--- config.mk ---
export PLATFORM = sky130hd
export DESIGN_NAME = extended_gcd_bezout_core
export DESIGN_NICKNAME = d
export VERILOG_FILES = /design/src/rtl/egcd_pkg.sv /design/src/rtl/extended_gcd_bezout_core.sv /design/src/rtl/egcd_divider.sv
export SDC_FILE = /design/constraint.sdc
export NUM_CORES = 1
export LEC_CHECK = 0
export ABC_AREA = 0
export BUFFER_PORTS_ARGS = -buffer_cell sky130_fd_sc_hd__buf_2
export CAP_MARGIN = 5
export CORE_MARGIN = 8
export CORE_UTILIZATION = 55
export CTS_BUF_LIST = sky130_fd_sc_hd__clkbuf_16
export CTS_CLUSTER_SIZE = 28
export DETAILED_ROUTE_END_ITERATION = 6
export PLACE_DENSITY = 0.73
export SKIP_CTS_REPAIR_TIMING = 1
export SYNTH_ARGS = -nofsm -noshare
export SYNTH_HDL_FRONTEND = slang
export SYNTH_SLANG_ARGS = --single-unit
export TNS_END_PERCENT = 20
--- constraint.sdc ---
create_clock -name clk -period 4.75 [get_ports clk]
set_clock_uncertainty 0.2 [all_clocks]
set_input_delay 0.7125 -clock clk [delete_from_list [all_inputs] [get_ports clk]]
set_output_delay 0.7125 -clock clk [all_outputs]
set_load 0.005 [all_outputs]
--- src/rtl/egcd_pkg.sv ---
// Shared types and constants for the extended GCD core.
// Used by egcd_divider and extended_gcd_bezout_core; depends on nothing.
`timescale 1ns / 1ps

package egcd_pkg;

    // Fixed field widths of the stream payloads.
    localparam int unsigned OPND_W  = 16;
    localparam int unsigned GCD_W   = 16;
    localparam int unsigned COEFF_W = 17;
    localparam int unsigned COUNT_W = 5;
    localparam int unsigned IN_DATA_W  = 32;
    localparam int unsigned OUT_DATA_W = 56;

    // Saturation value of the step counter.
    localparam logic [COUNT_W-1:0] COUNT_MAX = 5'd31;

    // Sequencer states.
    typedef enum logic [2:0] {
        ST_IDLE,
        ST_CHECK,
        ST_DIV,
        ST_UPDATE,
        ST_OUT
    } state_t;

    // Status returned by the divider to the sequencer.
    typedef struct packed {
        logic busy;
        logic done;
    } div_status_t;

endpackage

--- src/rtl/extended_gcd_bezout_core.sv ---
// Each division runs bit-serially through one shared divider, one quotient bit a cycle.
// Throughput: one request at a time; a new one is taken after the result is delivered.
// Reset (rst_n, asynchronous, active low) returns the sequencer to idle.
`timescale 1ns / 1ps

module extended_gcd_bezout_core #(
    parameter int unsigned OPERAND_WIDTH = 16
) (
    input  logic                                 clk,
    input  logic                                 rst_n,
    input  logic                                 s_tvalid,
    output logic                                 s_tready,
    // [15:0] first_operand, [31:16] second_operand
    input  logic [egcd_pkg::IN_DATA_W-1:0]       s_tdata,
    output logic                                 m_tvalid,
    input  logic                                 m_tready,
    // [15:0] gcd_value, [32:16] coeff_first, [49:33] coeff_second,
    // [54:50] step_count, [55] zero
    output logic [egcd_pkg::OUT_DATA_W-1:0]      m_tdata
);

    localparam int unsigned W  = OPERAND_WIDTH;
    localparam int unsigned CW = OPERAND_WIDTH + 2;

    egcd_pkg::state_t state_reg, state_next;

    logic [W-1:0]                     a_reg, a_next;
    logic [W-1:0]                     b_reg, b_next;
    logic signed [CW-1:0]             cu_reg, cu_next, cup_reg, cup_next;
    logic signed [CW-1:0]             cv_reg, cv_next, cvp_reg, cvp_next;
    logic [egcd_pkg::COUNT_W-1:0]     steps_reg, steps_next;
    logic [egcd_pkg::GCD_W-1:0]       res_gcd_reg, res_gcd_next;
    logic signed [egcd_pkg::COEFF_W-1:0] res_u_reg, res_u_next;
    logic signed [egcd_pkg::COEFF_W-1:0] res_v_reg, res_v_next;

    logic                  div_start;
    logic [W-1:0]          div_rem;
    logic signed [CW-1:0]  div_prod_u;
    logic signed [CW-1:0]  div_prod_v;
    egcd_pkg::div_status_t div_stat;

    logic [egcd_pkg::OPND_W-1:0] in_first, in_second;

    assign in_first  = s_tdata[15:0];
    assign in_second = s_tdata[31:16];

    // Shared divider: computes a / b and q * u, q * v in one pass.
    // The dividend is the next operand value, so a division started together
    // with the shift to (divisor, remainder) works on the new pair.
    egcd_divider #(
        .OPW (W),
        .CFW (CW)
    ) u_div (
        .clk      (clk),
        .rst_n    (rst_n),
        .start    (div_start),
        .dividend (a_next),
        .divisor  (b_reg),
        .coeff_u  (cu_reg),
        .coeff_v  (cv_reg),
        .rem      (div_rem),
        .prod_u   (div_prod_u),
        .prod_v   (div_prod_v),
        .status   (div_stat)
    );

    // Next-state logic of the sequencer.
    always_comb
    begin
        state_next = state_reg;
        unique case (state_reg)
            egcd_pkg::ST_IDLE:
            begin
                if (s_tvalid)
                    state_next = egcd_pkg::ST_CHECK;
            end
            egcd_pkg::ST_CHECK:
            begin
                state_next = (b_reg == '0) ? egcd_pkg::ST_OUT : egcd_pkg::ST_DIV;
            end
            egcd_pkg::ST_DIV:
            begin
                if (div_stat.done)
                    state_next = egcd_pkg::ST_UPDATE;
            end
            egcd_pkg::ST_UPDATE:
            begin
                state_next = (div_rem == '0) ? egcd_pkg::ST_OUT : egcd_pkg::ST_DIV;
            end
            egcd_pkg::ST_OUT:
            begin
                if (m_tready)
                    state_next = egcd_pkg::ST_IDLE;
            end
            default:
            begin
                state_next = egcd_pkg::ST_IDLE;
            end
        endcase
    end

    // Handshake and divider start outputs.
    always_comb
    begin
        s_tready  = 1'b0;
        m_tvalid  = 1'b0;
        div_start = 1'b0;
        unique case (state_reg)
            egcd_pkg::ST_IDLE:   s_tready  = 1'b1;
            egcd_pkg::ST_CHECK:  div_start = (b_reg != '0);
            egcd_pkg::ST_DIV:    div_start = 1'b0;
            egcd_pkg::ST_UPDATE: div_start = (div_rem != '0);
            egcd_pkg::ST_OUT:    m_tvalid  = 1'b1;
            default:             s_tready  = 1'b0;
        endcase
    end

    // Operand, coefficient and result next values.
    always_comb
    begin
        a_next       = a_reg;
        b_next       = b_reg;
        cu_next      = cu_reg;
        cup_next     = cup_reg;
        cv_next      = cv_reg;
        cvp_next     = cvp_reg;
        steps_next   = steps_reg;
        res_gcd_next = res_gcd_reg;
        res_u_next   = res_u_reg;
        res_v_next   = res_v_reg;
        case (state_reg)
            egcd_pkg::ST_IDLE:
            begin
                a_next     = W'(in_first);
                b_next     = W'(in_second);
                cu_next    = CW'(0);
                cup_next   = CW'(1);
                cv_next    = CW'(1);
                cvp_next   = CW'(0);
                steps_next = '0;
            end
            egcd_pkg::ST_CHECK:
            begin
                // Zero divisor: the first operand is the result.
                res_gcd_next = egcd_pkg::GCD_W'(a_reg);
                res_u_next   = egcd_pkg::COEFF_W'(1);
                res_v_next   = egcd_pkg::COEFF_W'(0);
            end
            egcd_pkg::ST_UPDATE:
            begin
                if (div_rem == '0)
                begin
                    res_gcd_next = egcd_pkg::GCD_W'(b_reg);
                    res_u_next   = egcd_pkg::COEFF_W'(cu_reg);
                    res_v_next   = egcd_pkg::COEFF_W'(cv_reg);
                end
                else
                begin
                    // Bezout update and shift of the pair to (divisor, remainder).
                    cu_next  = cup_reg - div_prod_u;
                    cup_next = cu_reg;
                    cv_next  = cvp_reg - div_prod_v;
                    cvp_next = cv_reg;
                    a_next   = b_reg;
                    b_next   = div_rem;
                    if (steps_reg != egcd_pkg::COUNT_MAX)
                        steps_next = steps_reg + 1'b1;
                end
            end
            default:
            begin
                a_next = a_reg;
            end
        endcase
    end

    // Sequencer state register.
    always_ff @(posedge clk or negedge rst_n)
    begin
        if (!rst_n)
            state_reg <= egcd_pkg::ST_IDLE;
        else
            state_reg <= state_next;
    end

    // Datapath registers.
    always_ff @(posedge clk)
    begin
        a_reg       <= a_next;
        b_reg       <= b_next;
        cu_reg      <= cu_next;
        cup_reg     <= cup_next;
        cv_reg      <= cv_next;
        cvp_reg     <= cvp_next;
        steps_reg   <= steps_next;
        res_gcd_reg <= res_gcd_next;
        res_u_reg   <= res_u_next;
        res_v_reg   <= res_v_next;
    end

    // Result packing.
    assign m_tdata = {1'b0, steps_reg, res_v_reg, res_u_reg, res_gcd_reg};

`ifndef SYNTH
    // The divider is only started when it is free.
    assert property (@(posedge clk) disable iff (!rst_n)
        div_start |-> !div_stat.busy)
        else $error("divider started while busy");

    // A finished division is seen only while the sequencer waits for it.
    assert property (@(posedge clk) disable iff (!rst_n)
        div_stat.done |-> (state_reg == egcd_pkg::ST_DIV))
        else $error("divider done outside the division state");

    // The remainder is always below the divisor when it is consumed.
    assert property (@(posedge clk) disable iff (!rst_n)
        (state_reg == egcd_pkg::ST_UPDATE) |-> (div_rem < b_reg))
        else $error("remainder not below divisor");

    // A request is never taken while a result is pending.
    assert property (@(posedge clk) disable iff (!rst_n)
        !(s_tready && m_tvalid))
        else $error("input ready while result pending");

    // A delivered result is followed by a return to idle.
    assert property (@(posedge clk) disable iff (!rst_n)
        (m_tvalid && m_tready) |=> s_tready)
        else $error("no return to idle after result");
`endif

endmodule

--- src/rtl/egcd_divider.sv ---
// Bit-serial restoring divider that also accumulates quotient * coefficient
// for both Bezout coefficients. Depends on egcd_pkg.
`timescale 1ns / 1ps

module egcd_divider #(
    parameter int unsigned OPW = 16,
    parameter int unsigned CFW = 18
) (
    input  logic                  clk,
    input  logic                  rst_n,
    input  logic                  start,
    input  logic [OPW-1:0]        dividend,
    input  logic [OPW-1:0]        divisor,
    input  logic signed [CFW-1:0] coeff_u,
    input  logic signed [CFW-1:0] coeff_v,
    output logic [OPW-1:0]        rem,
    output logic signed [CFW-1:0] prod_u,
    output logic signed [CFW-1:0] prod_v,
    output egcd_pkg::div_status_t status
);

    localparam int unsigned CNT_W = $clog2(OPW + 1);

    logic [CNT_W-1:0]      cnt_reg, cnt_next;
    logic                  busy_reg, busy_next;
    logic                  done_reg, done_next;
    logic [OPW-1:0]        rem_reg, rem_next;
    logic [OPW-1:0]        dvd_reg, dvd_next;
    logic signed [CFW-1:0] acc_u_reg, acc_u_next;
    logic signed [CFW-1:0] acc_v_reg, acc_v_next;

    logic [OPW:0]          rem_sh;
    logic [OPW+1:0]        diff;
    logic                  qbit;

    // One restoring step: shift in the next dividend bit and trial-subtract.
    always_comb
    begin
        rem_sh = {rem_reg, dvd_reg[OPW-1]};
        diff   = {1'b0, rem_sh} - {2'b00, divisor};
        qbit   = ~diff[OPW+1];
    end

    // Step control and datapath next values.
    always_comb
    begin
        cnt_next   = cnt_reg;
        busy_next  = busy_reg;
        done_next  = 1'b0;
        rem_next   = rem_reg;
        dvd_next   = dvd_reg;
        acc_u_next = acc_u_reg;
        acc_v_next = acc_v_reg;
        if (start)
        begin
            cnt_next   = CNT_W'(OPW);
            busy_next  = 1'b1;
            rem_next   = '0;
            dvd_next   = dividend;
            acc_u_next = '0;
            acc_v_next = '0;
        end
        else if (busy_reg)
        begin
            cnt_next   = cnt_reg - 1'b1;
            rem_next   = qbit ? diff[OPW-1:0] : rem_sh[OPW-1:0];
            dvd_next   = {dvd_reg[OPW-2:0], 1'b0};
            // Horner form of q * coefficient, one quotient bit per cycle.
            acc_u_next = (acc_u_reg <<< 1) + (qbit ? coeff_u : '0);
            acc_v_next = (acc_v_reg <<< 1) + (qbit ? coeff_v : '0);
            if (cnt_reg == CNT_W'(1))
            begin
                busy_next = 1'b0;
                done_next = 1'b1;
            end
        end
    end

    // Control registers.
    always_ff @(posedge clk or negedge rst_n)
    begin
        if (!rst_n)
        begin
            cnt_reg  <= '0;
            busy_reg <= 1'b0;
            done_reg <= 1'b0;
        end
        else
        begin
            cnt_reg  <= cnt_next;
            busy_reg <= busy_next;
            done_reg <= done_next;
        end
    end

    // Datapath registers.
    always_ff @(posedge clk)
    begin
        rem_reg   <= rem_next;
        dvd_reg   <= dvd_next;
        acc_u_reg <= acc_u_next;
        acc_v_reg <= acc_v_next;
    end

    assign rem         = rem_reg;
    assign prod_u      = acc_u_reg;
    assign prod_v      = acc_v_reg;
    assign status.busy = busy_reg;
    assign status.done = done_reg;

endmodule

## Yosys cells after proc, flatten, opt, wreduce, memory -nomap -nowiden

Cells that the tools add are included.

- Register bits: 237
- Logic and storage cells: 92
- Output and inout port bits: 58

- Equality and inequality tests: 12
- Multiplexer cells: 43
- Add/subtract/negate cells: 7
- Reduce and logical (&&, ||, !) cells: 12

Operators by type and width:

| kind | count |
|---|---|
| one-hot mux 18 bit (2 select lines) | 4 |
| 2-to-1 mux 18 bit | 6 |
| 2-to-1 mux 16 bit | 6 |
| one-hot mux 16 bit (2 select lines) | 3 |
| one-hot mux 17 bit (2 select lines) | 2 |
| adder 18 bit | 2 |
| subtractor 18 bit | 2 |
| 2-to-1 mux 17 bit | 2 |
| zero test 16 bit | 2 |
| nonzero test 16 bit | 2 |
| 2-to-1 mux 5 bit | 4 |
| subtractor 17 x 16 -> 18 bit | 1 |
| 2-to-1 mux 3 bit | 5 |
| one-hot mux 3 bit (5 select lines) | 1 |
| inequality test 2 bit (second input constant) | 5 |
| one-hot mux 5 bit (2 select lines) | 1 |
| 2-to-1 mux 1 bit | 8 |
| == test 3 x 2 -> 1 bit (second input constant) | 2 |
| AND reduction 3 bit | 2 |
| nonzero test 2 bit | 3 |
| adder 5 x 1 -> 5 bit (second input constant) | 1 |
| == test 5 x 1 -> 1 bit (second input constant) | 1 |
| inequality test 5 bit (second input constant) | 1 |
| subtractor 5 x 1 -> 5 bit (second input constant) | 1 |
| other kinds (6) | 7 |

## Logic depth before layout (Yosys ltp)

- Depth in word-level cells: 4
- Depth in mapped cells: 21

## Hierarchy

Synthesis repeated with hierarchy kept, for this count alone.

- Cell total of the unflattened synthesis: 1287
- Area total of the unflattened synthesis: 13101.3 um^2

Modules (own cells, without submodules):

| module | instances | area each (um^2) | cells an instance |
|---|---|---|---|
| extended_gcd_bezout_core | 1 | 7762.4 | 693 |
| egcd_divider | 1 | 5338.9 | 594 |

## Worst setup path after synthesis

Ideal clock, no wire load.

- Kind: register to register
- Start: register b_reg[4]
- End: register u_div.acc_u_reg[13] (netlist: u_div.prod_u[13])
- Library setup time: 0.130 ns
- Cell stages (with the launch flop): 21
- Data arrival time: 3.768 ns
- Path buffers: 2
- Setup slack: 0.652 ns
- Path through: edfxtp_1 > inv_1 > ha_1 > a21oi_1 > nand2_1 > o21ai_1 > o21ai_4 > o21a_1 > buf_6 > clkbuf_1 > and2_1 > ha_1 > fa_1 > a21o_1 > a21oi_1 > o21ai_0 > a21oi_1 > o21bai_1 > a21o_1 > xnor2_1 > o22ai_1

- Cells in the longest elaborated chain, start to end: 3
- Elaborated cells between the ends (all ways): 5
- Those cells by class: add/sub: 2; mux: 2; reduce/logical: 1

RTL lines:

| what | RTL line | RTL |
|---|---|---|
| start, declared | extended_gcd_bezout_core.sv:28 | `logic [W-1:0] b_reg, b_next;` |
| start signal, assigned | extended_gcd_bezout_core.sv:190 | `b_reg <= b_next;` |
| subtractor 17 x 16 -> 18 bit | egcd_divider.sv:40 | `diff = {1'b0, rem_sh} - {2'b00, divisor};` |
| 2-to-1 mux 18 bit | egcd_divider.sv:69 | `acc_u_next = (acc_u_reg <<< 1) + (qbit ? coeff_u : '0);` |
| adder 18 bit | egcd_divider.sv:69 |  |
| end signal, assigned | egcd_divider.sv:101 | `acc_u_reg <= acc_u_next;` |
| end, declared | egcd_divider.sv:29 | `logic signed [CFW-1:0] acc_u_reg, acc_u_next;` |

Parallel ways exist; a longest one is shown, timed or not.
A chain may end at the register's enable or synchronous reset.

## Final worst setup path

- Start: register b_reg[8]
- End: register u_div.acc_u_reg[16] (netlist: u_div.prod_u[16])

Same word-level chain as after synthesis.

==> run_results.csv <==
group,metric,value,unit
clock_tree,clk_root_buffer_cell,"clkbuf_16",
worst_setup_path,r2r_worst_path_depth,17,
job,cap_viol_max_count,0,
yosys,synth-seq-cells,231,
yosys,syn_area_per_cell,10.2,sq um
global_routing,grt_remaining_overflow,0,
route,detailroute.via_count,9391,
worst_setup_path,crit_path_start_kind,"flop",
placement,post-place-cells,1565,
hold_path,cell_count_of_the_worst_hold_path,3,
clock_tree,cts.reportedPaths.clkPinSlew,0.06,ns
sta,timing_max_transition_violations_final,0,
pwr,ir_worst_vdd,0.457,mV
yosys,netlist_instances,1225,
clock_tree,clock_insertion_delay_worst_skew,0.52,ns
worst_setup_path,crit_path_end_kind,"flop",
global_routing,grt_first_pass_wirelength,47900,um
global_routing,grt_antenna_before_repair,0,
cells_and_area,finalNetCount,1431,
global_routing,first_global_vias,9271,
sta,maxClockFrequency,0.225,GHz
route,drt_drc_violations_left,0,
clock_tree,tritoncts.num_buffers,25,
floorplanning,initial_core_util,55.6,%
cells_and_area,nFillCells,1864,
placement,dpl-instance-area,0.0132,sq mm
pwr,power.density,861,mW/mm^2
clock_tree,cts.sinks,231,
yosys,mapped_nets,1348,
sta,grt_setup_unrepaired,"no",
floorplanning,floorplan.die_area,0.0278,sq mm
pwr,power_leakage,6.13,nW
yosys,synth.distinct_cells,68,
route,routed_via_density,5.83,
cells_and_area,antenna-diode-count,0,
route,antenna_violating_nets_post_route,0,
placement,dp_hpwl,20000,um
route,detail_route.wirelength,29300,um
sta,layout_worst_path_cycle_share,93.4,%
worst_setup_path,worst-endpoint-arrival,4.67,ns
cells_and_area,layout.core_utilization,62.3,%
run_status,outcome,"complete, no violations",
worst_setup_path,worst-endpoint-required,4.99,ns
yosys,ys.warnings.count,0,
sta,layout_min_cycle_time,4.43,ns
cells_and_area,synthToLayoutAreaGrowth,12.1,%
pwr,post-layout-total-power,12.1,mW
sta,setup_viol,0,
clock_tree,cts_tree,"yes",
route,drt_iter0_markers,825,
sta,final.setup.worst_slack,0.315,ns
floorplanning,fp.dieH,167,um
cells_and_area,fin_cells,1611,
cells_and_area,drive_gt1_share,12.4,%
hold_path,worst_hold_path_type,"primary input to flop",
route,post_drt_wl_per_cell,18.2,um
yosys,synth.yosys.seq_area_share,49.8,%
placement,place_ws,0.242,ns
cells_and_area,final_area,0.0140,sq mm
yosys,synth_ff_type,"edfxtp_1",
sta,minimum_hold_slack,0.247,ns
worst_setup_path,regToRegStartpoint,"b_reg[8]",
floorplanning,rows,55,
placement,io_buffers,92,
global_routing,grt_start_max_net_pins,67,
worst_setup_path,timing_worst_setup_path_type,"flop to flop",
sta,hold_viol,0,
clock_tree,htree_num_levels,1,
floorplanning,num_io_pins,94,
sta,timing.setup.tns,0,ns
sta,worstMarginPinSlew,1.02,ns
yosys,mappedNetlistArea,0.0125,sq mm
hold_path,timing.hold.worst_endpoint,"state_reg[2]",
worst_setup_path,crit_path_max_fanout,25,
floorplanning,die_width,167,um
hold_path,holdCritStartpoint,"m_tready",
worst_setup_path,rr_endpoint,"u_div.prod_u[16]",
floorplanning,core,0.0225,sq mm
global_routing,track_usage,20.9,%
yosys,synth_edf_count,155,
sta,maxSlewHeadroom,31.8,%
worst_setup_path,ff2ff_setup_slack,0.32,ns
route,detailedRoute.firstPassIterationCount,5,
placement,gpl.final_weighted_congestion,0.896,
clock_tree,cts.path.max_buffers,3,
yosys,synthArstFlopShare,4.33,%
## final cells by class
class                           count  area, sq um  area share (%)
Clock inverter                     20          171            1.22
Clock buffer                       25          626            4.46
Multi-Input combinational cell    878         5820            41.5
Inverter                           66          249            1.78
Tap cell                          285          357            2.54
Timing Repair Buffer              106          581            4.14
Sequential cell                   231         6230            44.4
## where the power goes
| group | leakage [nW] | switching [mW] | internal, mW | total (mW) |
|---|---|---|---|---|
| Sequential | 2.14 | 0.515 | 3.10 | 3.61 |
| Clock | 0.396 | 0.795 | 1.12 | 1.91 |
| Combinational | 3.60 | 3.80 | 2.75 | 6.55 |
## worst max-delay path: stages (launching register included)
cell and delay (ns):
edfxtp_1 0.43, inv_1 0.13, ha_1 0.27, a21oi_1 0.29, nor2_1 0.09, a31oi_1 0.27
o21ai_4 0.16, o21a_4 0.32, buf_4 0.21, and2_1 0.17, ha_1 0.33, nand2_1 0.10
or3_1 0.37, o41ai_2 0.39, nand4_1 0.15, o2bb2ai_1 0.15, xnor2_1 0.12, a211oi_1 0.21
## how the worst max path moves through the flow
stage / startpoint / depth (start not counted) / end / slack [ns]
2_1_floorplan: b_reg[4] / 20 / u_div.prod_u[13] / 0.65
3_3_place_gp: b_reg[4] / 18 / u_div.prod_u[13] / 0.36
3_5_place_dp: b_reg[8] / 18 / u_div.prod_u[13] / 0.24
4_1_cts: b_reg[8] / 18 / u_div.prod_u[13] / 0.22
5_1_grt: b_reg[8] / 17 / u_div.prod_u[16] / 0.009
6_report: b_reg[8] / 17 / u_div.prod_u[16] / 0.32
## synthesized netlist by cell type, types with 2 or more instances
library cell | instances | area [sq um]
a211o_1 | 2 | 17.5
buf_4 | 2 | 15.0
o21bai_1 | 4 | 30.0
nor2b_1 | 15 | 93.8
o2bb2ai_1 | 3 | 26.3
inv_1 | 65 | 244
a21o_1 | 25 | 188
dfrtp_1 | 10 | 250
nor2_1 | 116 | 435
a22oi_1 | 16 | 120
o21ai_1 | 4 | 20.0
and2_1 | 35 | 219
a41oi_1 | 3 | 26.3
o21ai_0 | 49 | 245
nor3_1 | 24 | 120
and3_1 | 40 | 250
a211oi_1 | 30 | 225
a21oi_1 | 56 | 280
buf_2 | 5 | 25.0
buf_6 | 4 | 45.0
a211oi_2 | 3 | 37.5
nand2_1 | 138 | 518
o211ai_1 | 7 | 52.6
ha_1 | 82 | 1030
dfxtp_1 | 66 | 1320
a31oi_1 | 24 | 150
nor4_1 | 12 | 75.1
or3_1 | 3 | 18.8
fa_1 | 5 | 100
o2111ai_1 | 4 | 35.0
clkbuf_1 | 33 | 124
a21boi_0 | 3 | 22.5
nand4_1 | 10 | 62.6
xnor2_1 | 36 | 315
edfxtp_1 | 155 | 4650
nand3_1 | 11 | 55.1
o22ai_1 | 3 | 18.8
xor2_1 | 25 | 219
o21a_1 | 11 | 82.6
buf_1 | 4 | 15.0
mux2i_1 | 33 | 330
nor3b_1 | 5 | 37.5
nand2b_1 | 19 | 119
## layer usage
layer	vias up	part of all wire (%)	track usage, %
met5	-	0	0
met4	0	2.0	5.41
met3	45	5.8	3.52
met2	254	48	34.8
met1	4523	45	27.9
li1	4569	-	-
## layout by cell type, fill, tap and decap left out, types with 12 or more instances in the layout
master / instances
xor2_1: 25
a21o_1: 25
nor2_1: 116
inv_1: 67
buf_4: 12
mux2i_1: 33
nor3_1: 24
clkbuf_16: 25
dfxtp_1: 66
xnor2_1: 36
a21oi_1: 54
a211oi_1: 30
and2_1: 34
ha_1: 82
a22oi_1: 16
and3_1: 40
nor2b_1: 14
o21ai_0: 49
a31oi_1: 24
nand2b_1: 19
buf_2: 92
edfxtp_1: 155
nor4_1: 12
nand2_1: 137
## cell families after synthesis
logic type / count (synthesis) / share of synthesized area, %
multiplexers: 34 / 2.73
other: 1 / 0.0300
AND/OR/NAND/NOR: 436 / 16.6
adder cells (fa/ha/maj): 87 / 9.00
flip-flops: 231 / 49.8
buffers and inverters: 116 / 3.97
AO/OA/AOI/OAI: 259 / 13.7
XOR/XNOR: 61 / 4.27
No activity file was read; power rests on OpenSTA's default activity.
